File: config.mk
export PLATFORM = sky130hd
export DESIGN_NAME = hrm_ctrl
export DESIGN_NICKNAME = d
export VERILOG_FILES = /design/src/hdl/hrm_pkg.sv /design/src/hdl/hrm_ctrl.sv
export SDC_FILE = /design/constraint.sdc
export NUM_CORES = 1
export LEC_CHECK = 0
export BUFFER_PORTS_ARGS = -buffer_cell sky130_fd_sc_hd__buf_4
export CELL_PAD_IN_SITES_DETAIL_PLACEMENT = 1
export CELL_PAD_IN_SITES_GLOBAL_PLACEMENT = 1
export CORE_MARGIN = 2
export CORE_UTILIZATION = 36
export DETAILED_ROUTE_END_ITERATION = 6
export GPL_ROUTABILITY_DRIVEN = 0
export PLACE_DENSITY_LB_ADDON = 0.1
export SETUP_SLACK_MARGIN = 0.15
export SYNTH_ARGS = -nofsm -noshare
export SYNTH_HDL_FRONTEND = slang
export SYNTH_SLANG_ARGS = --single-unit
File: constraint.sdc
create_clock -name clk -period 1.8 [get_ports clk]
set_input_delay 0.27 -clock clk [delete_from_list [all_inputs] [get_ports clk]]
set_output_delay 0.27 -clock clk [all_outputs]
set_load 0.005 [all_outputs]
File: src/hdl/hrm_pkg.sv
// shared types, constants, exp table and helpers for the heisenberg ring metropolis block
package hrm_pkg;

  localparam int MAX_SITES_DEF  = 64;
  localparam int COMP_COUNT_DEF = 3;
  localparam int NCOMP          = 3;
  localparam int COMP_W         = 16;
  localparam int SITE_W         = 6;
  localparam int LEN_W          = 7;
  localparam int BETA_W         = 16;
  localparam int WARM_W         = 16;
  localparam int SWEEP_W        = 32;
  localparam int UNIF_W         = 16;
  localparam int KIND_W         = 2;
  localparam int SUM_W          = 36;
  localparam int MAG_W          = 22;
  localparam int ACC_W          = 40;
  localparam int OPND_W         = COMP_W + 1;
  localparam int PROD_W         = 2 * OPND_W;
  localparam int DELTA_W        = SUM_W + BETA_W + 1;
  localparam int DELTA_FRAC     = 40;
  localparam int S_TDATA_W      = 72;
  localparam int M_TDATA_W      = 152;
  localparam int CFG_IDX_W      = 2;
  localparam int CFG_DATA_W     = 16;
  localparam int UNIT_Q14       = 16384;

  localparam int EXP_DEPTH = 256;
  localparam int EXP_SPAN  = 16;
  localparam int EXP_W     = 17;
  localparam int IDX_W     = $clog2(EXP_DEPTH);

  typedef logic [NCOMP*COMP_W-1:0] spin_t;
  typedef logic signed [COMP_W-1:0] comp_t;
  typedef logic [EXP_W-1:0] exp_tab_t [EXP_DEPTH];

  typedef enum logic [KIND_W-1:0] {
    KIND_PROPOSE = 2'd0,
    KIND_MEASURE = 2'd1,
    KIND_WRITE   = 2'd2
  } kind_t;

  typedef enum logic [CFG_IDX_W-1:0] {
    CFG_BETA = 2'd0,
    CFG_LEN  = 2'd1,
    CFG_WARM = 2'd2
  } cfg_idx_t;

  typedef enum logic [4:0] {
    ST_IDLE, ST_DISPATCH, ST_WRITE,
    ST_P_RD1, ST_P_RD2, ST_P_LOAD, ST_P_MUL, ST_P_DRAIN, ST_P_BETA, ST_P_NEG,
    ST_P_DEC, ST_P_OUT,
    ST_M_CNT, ST_M_RD, ST_M_LOAD, ST_M_MUL, ST_M_DRAIN, ST_M_FIN, ST_M_EMIT
  } state_t;

  typedef enum logic [3:0] {
    OP_NONE, OP_CAPTURE, OP_WRITE, OP_P_RD1, OP_P_RD2, OP_P_LOAD, OP_MUL,
    OP_BETA, OP_NEG, OP_DEC, OP_P_OUT, OP_M_CNT, OP_M_RD, OP_M_LOAD,
    OP_M_FIN, OP_M_EMIT
  } op_t;

  typedef struct packed {
    kind_t kind;
    logic  site_ok;
    logic  k_last;
    logic  i_last;
    logic  d_last;
    logic  pre;
    logic  emit_ok;
    logic  out_free;
  } status_t;

  // exp(-k*span/depth) in Q1.16, ratio from a truncated taylor series in Q0.32
  function automatic exp_tab_t exp_table_build();
    exp_tab_t t;
    longint unsigned term;
    longint unsigned r;
    longint unsigned cur;
    longint sum;
    term = 64'd1 << 32;
    sum  = longint'(term);
    for (int n = 1; n <= 12; n++) begin
      term = term * 64'(EXP_SPAN) / 64'(EXP_DEPTH * n);
      if (n % 2 == 1) sum = sum - longint'(term);
      else sum = sum + longint'(term);
    end
    r   = longint'(sum);
    cur = 64'd1 << 32;
    for (int k = 0; k < EXP_DEPTH; k++) begin
      t[k] = EXP_W'((cur + (64'd1 << 15)) >> 16);
      cur  = (cur * r + (64'd1 << 31)) >> 32;
    end
    return t;
  endfunction

  localparam exp_tab_t EXP_TABLE = exp_table_build();

  function automatic comp_t comp_of(spin_t s, logic [1:0] k);
    return comp_t'(s[k*COMP_W +: COMP_W]);
  endfunction

  function automatic logic signed [SUM_W-1:0] sat_sum(logic signed [ACC_W-1:0] v);
    logic signed [SUM_W-1:0] r;
    if (v[ACC_W-1:SUM_W-1] == '0 || v[ACC_W-1:SUM_W-1] == '1) r = v[SUM_W-1:0];
    else if (v[ACC_W-1]) r = {1'b1, {(SUM_W-1){1'b0}}};
    else r = {1'b0, {(SUM_W-1){1'b1}}};
    return r;
  endfunction

endpackage

File: src/hdl/hrm_ctrl.sv
// sequencing state machine for proposals, spin writes and measurement passes
module hrm_ctrl (
  input  logic              clk,
  input  logic              rst,
  input  logic              s_tvalid,
  input  hrm_pkg::status_t  status,
  output logic              s_tready,
  output hrm_pkg::op_t      op
);

  hrm_pkg::state_t state, state_next;

  always_ff @(posedge clk) begin
    if (rst) state <= hrm_pkg::ST_IDLE;
    else state <= state_next;
  end

  always_comb begin
    state_next = state;
    case (state)
      hrm_pkg::ST_IDLE:     if (s_tvalid) state_next = hrm_pkg::ST_DISPATCH;
      hrm_pkg::ST_DISPATCH: begin
        case (status.kind)
          hrm_pkg::KIND_PROPOSE:
            state_next = status.site_ok ? hrm_pkg::ST_P_RD1 : hrm_pkg::ST_P_OUT;
          hrm_pkg::KIND_MEASURE: state_next = hrm_pkg::ST_M_CNT;
          hrm_pkg::KIND_WRITE:   state_next = hrm_pkg::ST_WRITE;
          default:               state_next = hrm_pkg::ST_IDLE;
        endcase
      end
      hrm_pkg::ST_WRITE:   state_next = hrm_pkg::ST_IDLE;
      hrm_pkg::ST_P_RD1:   state_next = hrm_pkg::ST_P_RD2;
      hrm_pkg::ST_P_RD2:   state_next = hrm_pkg::ST_P_LOAD;
      hrm_pkg::ST_P_LOAD:  state_next = hrm_pkg::ST_P_MUL;
      hrm_pkg::ST_P_MUL:   if (status.k_last) state_next = hrm_pkg::ST_P_DRAIN;
      hrm_pkg::ST_P_DRAIN: state_next = hrm_pkg::ST_P_BETA;
      hrm_pkg::ST_P_BETA:  state_next = hrm_pkg::ST_P_NEG;
      hrm_pkg::ST_P_NEG:   state_next = hrm_pkg::ST_P_DEC;
      hrm_pkg::ST_P_DEC:   state_next = hrm_pkg::ST_P_OUT;
      hrm_pkg::ST_P_OUT:   if (status.out_free) state_next = hrm_pkg::ST_IDLE;
      hrm_pkg::ST_M_CNT:
        state_next = status.emit_ok ? hrm_pkg::ST_M_RD : hrm_pkg::ST_IDLE;
      hrm_pkg::ST_M_RD:    state_next = hrm_pkg::ST_M_LOAD;
      hrm_pkg::ST_M_LOAD:  state_next = hrm_pkg::ST_M_MUL;
      hrm_pkg::ST_M_MUL: begin
        if (status.k_last)
          state_next = status.i_last ? hrm_pkg::ST_M_DRAIN : hrm_pkg::ST_M_RD;
      end
      hrm_pkg::ST_M_DRAIN: state_next = hrm_pkg::ST_M_FIN;
      hrm_pkg::ST_M_FIN:
        state_next = status.pre ? hrm_pkg::ST_M_RD : hrm_pkg::ST_M_EMIT;
      hrm_pkg::ST_M_EMIT: begin
        if (status.out_free)
          state_next = status.d_last ? hrm_pkg::ST_IDLE : hrm_pkg::ST_M_RD;
      end
      default: state_next = hrm_pkg::ST_IDLE;
    endcase
  end

  always_comb begin
    op       = hrm_pkg::OP_NONE;
    s_tready = 1'b0;
    case (state)
      hrm_pkg::ST_IDLE: begin
        s_tready = 1'b1;
        if (s_tvalid) op = hrm_pkg::OP_CAPTURE;
      end
      hrm_pkg::ST_WRITE:  op = hrm_pkg::OP_WRITE;
      hrm_pkg::ST_P_RD1:  op = hrm_pkg::OP_P_RD1;
      hrm_pkg::ST_P_RD2:  op = hrm_pkg::OP_P_RD2;
      hrm_pkg::ST_P_LOAD: op = hrm_pkg::OP_P_LOAD;
      hrm_pkg::ST_P_MUL:  op = hrm_pkg::OP_MUL;
      hrm_pkg::ST_P_BETA: op = hrm_pkg::OP_BETA;
      hrm_pkg::ST_P_NEG:  op = hrm_pkg::OP_NEG;
      hrm_pkg::ST_P_DEC:  op = hrm_pkg::OP_DEC;
      hrm_pkg::ST_P_OUT:  if (status.out_free) op = hrm_pkg::OP_P_OUT;
      hrm_pkg::ST_M_CNT:  op = hrm_pkg::OP_M_CNT;
      hrm_pkg::ST_M_RD:   op = hrm_pkg::OP_M_RD;
      hrm_pkg::ST_M_LOAD: op = hrm_pkg::OP_M_LOAD;
      hrm_pkg::ST_M_MUL:  op = hrm_pkg::OP_MUL;
      hrm_pkg::ST_M_FIN:  op = hrm_pkg::OP_M_FIN;
      hrm_pkg::ST_M_EMIT: if (status.out_free) op = hrm_pkg::OP_M_EMIT;
      default:            op = hrm_pkg::OP_NONE;
    endcase
  end

endmodule

### Word level (Yosys, flattened, before mapping)

Index checks and enable logic that the tools add are counted.

* add/subtract/negate cells: 0
* $mul: 0
* divide/modulo/power cells: 0
* magnitude comparators: 0
* equality and inequality tests: 25
* shifts and indexed selects: 0
* multiplexer cells: 17
* bitwise gates (word level): 0
* reduce and logical (&&, ||, !) cells: 4

Operators with widths (count)
* 5-bit one-hot mux with 18 select lines: 1
* 4-bit one-hot mux with 15 select lines: 1
* 5-bit by 4-bit equality test with 1-bit output, second input constant: 8
* 5-bit two-way mux: 7
* 5-bit by 3-bit equality test with 1-bit output, second input constant: 4
* 4-bit two-way mux: 5
* 5-bit equality test, second input constant: 3
* 4-bit one-hot mux with 3 select lines: 1
* 5-bit by 2-bit equality test with 1-bit output, second input constant: 2
* 2-bit != test, second input constant: 5
* 5-bit by 1-bit equality test with 1-bit output, second input constant: 1
* 5-bit zero test: 1
* 5-bit AND reduction: 1
* 2-bit by 1-bit equality test with 1-bit output, second input constant: 1
* 2-bit equality test, second input constant: 1
* 2-bit zero test: 1
* 1-bit two-way mux: 2
* 2-bit OR reduction: 1

* register bits: 5
* latch bits: 0
* memory bits (writable): 0
* memory bits (read-only): 0
* input bits: 12
* memories: 0

### Logic depth before layout (Yosys ltp)

* depth in word-level cells: 3
* depth in mapped cells: 7
* mapped depth without buffers: 5

### Least setup slack after synthesis

Ideal clock, no wire load.

* path type: register -> output
* start point: register state[0]
* end point: output op[0]
* arrival time: 1.274 ns
* data required time: 1.530 ns
* slack: 0.256 ns
* stages on the path, launching flop included: 7
* path through: dfxtp_1 > buf_2 > clkbuf_1 > o21ai_0 > nor2_1 > a31oi_1 > o21ai_0

* longest elaborated chain between the ends: 3

Ends and longest elaborated chain
* start: declaration: line hrm_ctrl.sv:11 `hrm_pkg::state_t state, state_next;`
* start signal: assignment: line hrm_ctrl.sv:14 `if (rst) state <= hrm_pkg::ST_IDLE;`
* start signal: assignment: line hrm_ctrl.sv:15 `else state <= state_next;`
* 5-bit by 4-bit equality test with 1-bit output / 5-bit by 3-bit equality test with 1-bit output (equally long branches): line hrm_ctrl.sv:63 `case (state)`
* 2-bit OR reduction (no source line)
* 4-bit one-hot mux with 15 select lines (*): line hrm_ctrl.sv:63
* end: declaration: line hrm_ctrl.sv:8 `output hrm_pkg::op_t op`

Mark *: on every way between the ends. The rest lies on a longest branch, timed or not.

### Worst setup path in the final report

* start point: register state[0]
* end point: register state[1]

* longest elaborated chain between the ends: 3

Ends and longest elaborated chain
* 5-bit by 3-bit equality test with 1-bit output (tied with other cells): line hrm_ctrl.sv:20 `case (state)`
* 2-bit != test (no source line)
* 5-bit AND reduction (no source line)

Parallel ways exist; a longest one is shown, timed or not.
A chain may end at the register's enable or synchronous reset.

==> flow_summary_export.csv <==
group,metric,value,unit
pwr,post-layout-total-power,0.753,mW
pwr,power_density,582,nW/um2
pwr,vdd.ir_drop.worst,0.630,mV
cells_and_area,n_antenna_cell,0,
worst_setup_path,criticalPathCategory,"reg2reg",
yosys,syn_nets,124,
yosys,synth_seq_area_share,0.137,
cells_and_area,drive_gt1_frac,0.549,
worst_setup_path,crit_path_cell_trace,"buf_6, buf_4, and3b_1, a31oi_1, o311ai_0, a31oi_2, nor2_1",
cells_and_area,biggestRegsByFlops,"state x5",
pwr,clkPwrFrac,0.201,
yosys,number_of_enable_type_register_cells_in_the_synthesized_netlist,0,
cells_and_area,fill_cell_instance_count_of_the_final_layout,237,
placed_design,detailedPlacementHpwl,2230,um
yosys,postSynth.asyncResetShare,0,
global_route,grt_pass1_vias,1111,
placed_design,placement.io_buffers,16,
yosys,avgSynthCellArea,6.54,um2
cells_and_area,largest_register_ff_count,5,
sta,max_clock_freq,0.518,GHz
routing,route.antenna.remaining_nets,0,
worst_setup_path,critical_path.top_delay_family,"compound AO/OA/AOI/OAI gates",
worst_setup_path,cp_num_buf_inv,2,
worst_setup_path,worst-endpoint-arrival,2.14,ns
floorplan,placeableCoreArea,1940,um2
sta,rsz0062_at_grt,"true",
yosys,yosys_warnings,0,
routing,wl,4640,um
routing,dr.pass1.iters,4,
status,violations,"negative setup slack",
cells_and_area,largest-register,"state",
global_route,grt_first_pass_wirelength,5580,um
pwr,power_switching_share,0.432,
floorplan,num_rows,16,
pwr,combinationalPowerShare,0.605,
floorplan,top_level_ports,17,
cts,worst_skew_pair.late_latency,0.28,ns
routing,post_drt_wl_per_cell,25.8,um
yosys,synth_seq_cells,5,
status,outcome,"finished, violations left",
cells_and_area,area_growth_syn_to_fin,76.8,%
routing,vias,1229,
pwr,leakagePower,0.530,nW
pwr,total_switching_power,0.326,mW
worst_setup_path,setup.worst_path.end_class,"flop",
global_route,grt_start_max_net_pins,12,
floorplan,die_w,49.1,um
pwr,seqPwrFrac,0.194,
worst_setup_path,timing.critical_path.required,2.01,ns
global_route,grt_antenna_before_repair,0,
min_path,hp-class,"in2reg",
yosys,synth_cells,112,
floorplan,effective_utilization_at_floorplan,0.377,
global_route,gr-total-overflow,0,
sta,layout_worst_path_cycle_share,1.07,
global_route,grt_util_all_layers,0.303,
floorplan,dieArea,2410,um2
cts,cts_inserted_buffers,3,
cts,clock_sinks,5,
yosys,mappedNetlistArea,732,um2
cts,htree_num_levels,1,
sta,finalWorstPathRequiredPeriod,1.93,ns
yosys,ys_types,40,
sta,worstMarginPinSlew,0.666,ns
pwr,cellInternalPower,0.428,mW
cells_and_area,final_cell_mix,"buf_4 (39), nand2_1 (10), buf_6 (8)",
cells_and_area,fin_nets,166,
cts,cts_tree,"done",
worst_setup_path,crit_path_start_kind,"flop",
sta,finalHoldViolCount,0,
cells_and_area,layout.cells.most_common,"buf_4",
cells_and_area,util_after_layout,0.666,
worst_setup_path,worst_path_max_delay_cell,"o311ai_0",
routing,routed_via_density,6.83,
cts,clock-root-buffer,"clkbuf_4",
sta,layout_setup_ws,-0.129,ns
sta,slew-limit-headroom,0.550,
sta,finClkSkew,0.0233,ns
worst_setup_path,highest_fanout_seen_on_the_critical_path,8,
worst_setup_path,critPathMaxStageDelay,0.58,ns
cts,largest_buffer_count_on_any_clock_path,2,
sta,report.final.slew_viol_count,0,
job,maxCapViolations,0,
sta,setup-violations-final,2,
routing,drc,0,
yosys,synth_flop_cell,"dfxtp_1",
floorplan,die_height,49.1,um
routing,first_iter_violations,90,
cts,cts.reportedPaths.clkPinSlew,0.06,ns
Yosys cell counts, drive strengths merged, types with 2 or more instances:
cell / number / area share
nand2: 12 / 0.062
nand2b: 6 / 0.051
mux2i: 2 / 0.027
a31oi: 3 / 0.026
o22ai: 4 / 0.034
nor3: 3 / 0.021
buf: 6 / 0.043
dfxtp: 5 / 0.14
o311ai: 2 / 0.024
nand3b: 2 / 0.021
a21oi: 6 / 0.041
nand4: 3 / 0.026
o21ai: 13 / 0.089
nor2: 9 / 0.046
clkbuf: 4 / 0.021
or4: 3 / 0.031
a221oi: 4 / 0.048
inv: 3 / 0.015
nor2b: 4 / 0.034
worst paths after layout:
path,from,end,slack [ns],depth (start not counted)
min reg2reg,state[4]$_SDFFE_PP0P_,state[4]$_SDFFE_PP0P_,0.75,3
min,rst,state[1]$_SDFFE_PP0P_,0.20,2
max,state[0]$_SDFFE_PP0P_,state[1]$_SDFFE_PP0P_,-0.13,7
max reg2reg,state[0]$_SDFFE_PP0P_,state[1]$_SDFFE_PP0P_,-0.13,7
worst reg2reg max path, cell delays in order, from the launching register on:
cell and delay (ns):
dfxtp_4 0.38, buf_6 0.14, buf_4 0.14, and3b_1 0.22, a31oi_1 0.06, o311ai_0 0.58, a31oi_2 0.23, nor2_1 0.14
cell families (layout without fill, tap and decap cells):
group,Yosys count,after routing,share of synthesized area
AO/OA/AOI/OAI,40,40,0.357
XOR/XNOR,1,1,0.0120
AND/OR/NAND/NOR,50,50,0.373
buffers and inverters,13,54,0.0786
multiplexers,3,3,0.0427
flip-flops,5,5,0.137
repair_timing:
action                     CTS  global route
cloned                       0             0
pin swaps                    8             9
hold buffers                 0             0
buffers inserted            10             5
setup endpoints to repair   10            10
gates resized for setup     33            34
layout make-up:
cell class | instances | area, um2 | area share
Timing Repair Buffer | 47 | 383 | 0.296
Inverter | 3 | 11.3 | 0.00870
Clock buffer | 4 | 26.3 | 0.0203
Tap cell | 27 | 33.8 | 0.0261
Multi-Input combinational cell | 94 | 721 | 0.557
Sequential cell | 5 | 119 | 0.0919
power by group through the flow:
stage / combinational (mW) / sequential, mW / clock [mW]
final: 0.456 / 0.146 / 0.151
after global routing: 0.478 / 0.146 / 0.155
after CTS: 0.355 / 0.143 / 0.141
after detailed placement: 0.279 / 0.151 / 0
after global placement: 0.271 / 0.150 / 0
after floorplan: 0.172 / 0.128 / 0
layer usage:
metal / up-vias / GRT usage / wire (um)
li1: 508 / - / -
met4: 0 / 0.129 / 297
met1: 570 / 0.377 / 1670
met5: - / 0 / 0
met3: 36 / 0.0583 / 571
met2: 115 / 0.505 / 2110
through the flow:
| stage | area (um2) | hold WS [ns] | setup TNS [ns] | setup WS [ns] | instances |
|---|---|---|---|---|---|
| 6_report | 1290 | 0.196 | -0.138 | -0.129 | 180 |
| 2_1_floorplan | 732 | 0.339 | 0 | 0.256 | 112 |
| 3_3_place_gp | 967 | 0.477 | 0 | 0.0416 | 162 |
| 4_1_cts | 1160 | 0.193 | 0 | 0.134 | 176 |
| 3_5_place_dp | 967 | 0.475 | 0 | 0.0470 | 162 |
| 5_1_grt | 1290 | 0.205 | -0.310 | -0.236 | 180 |
Note: power is estimated with default switching activity, not from simulation.
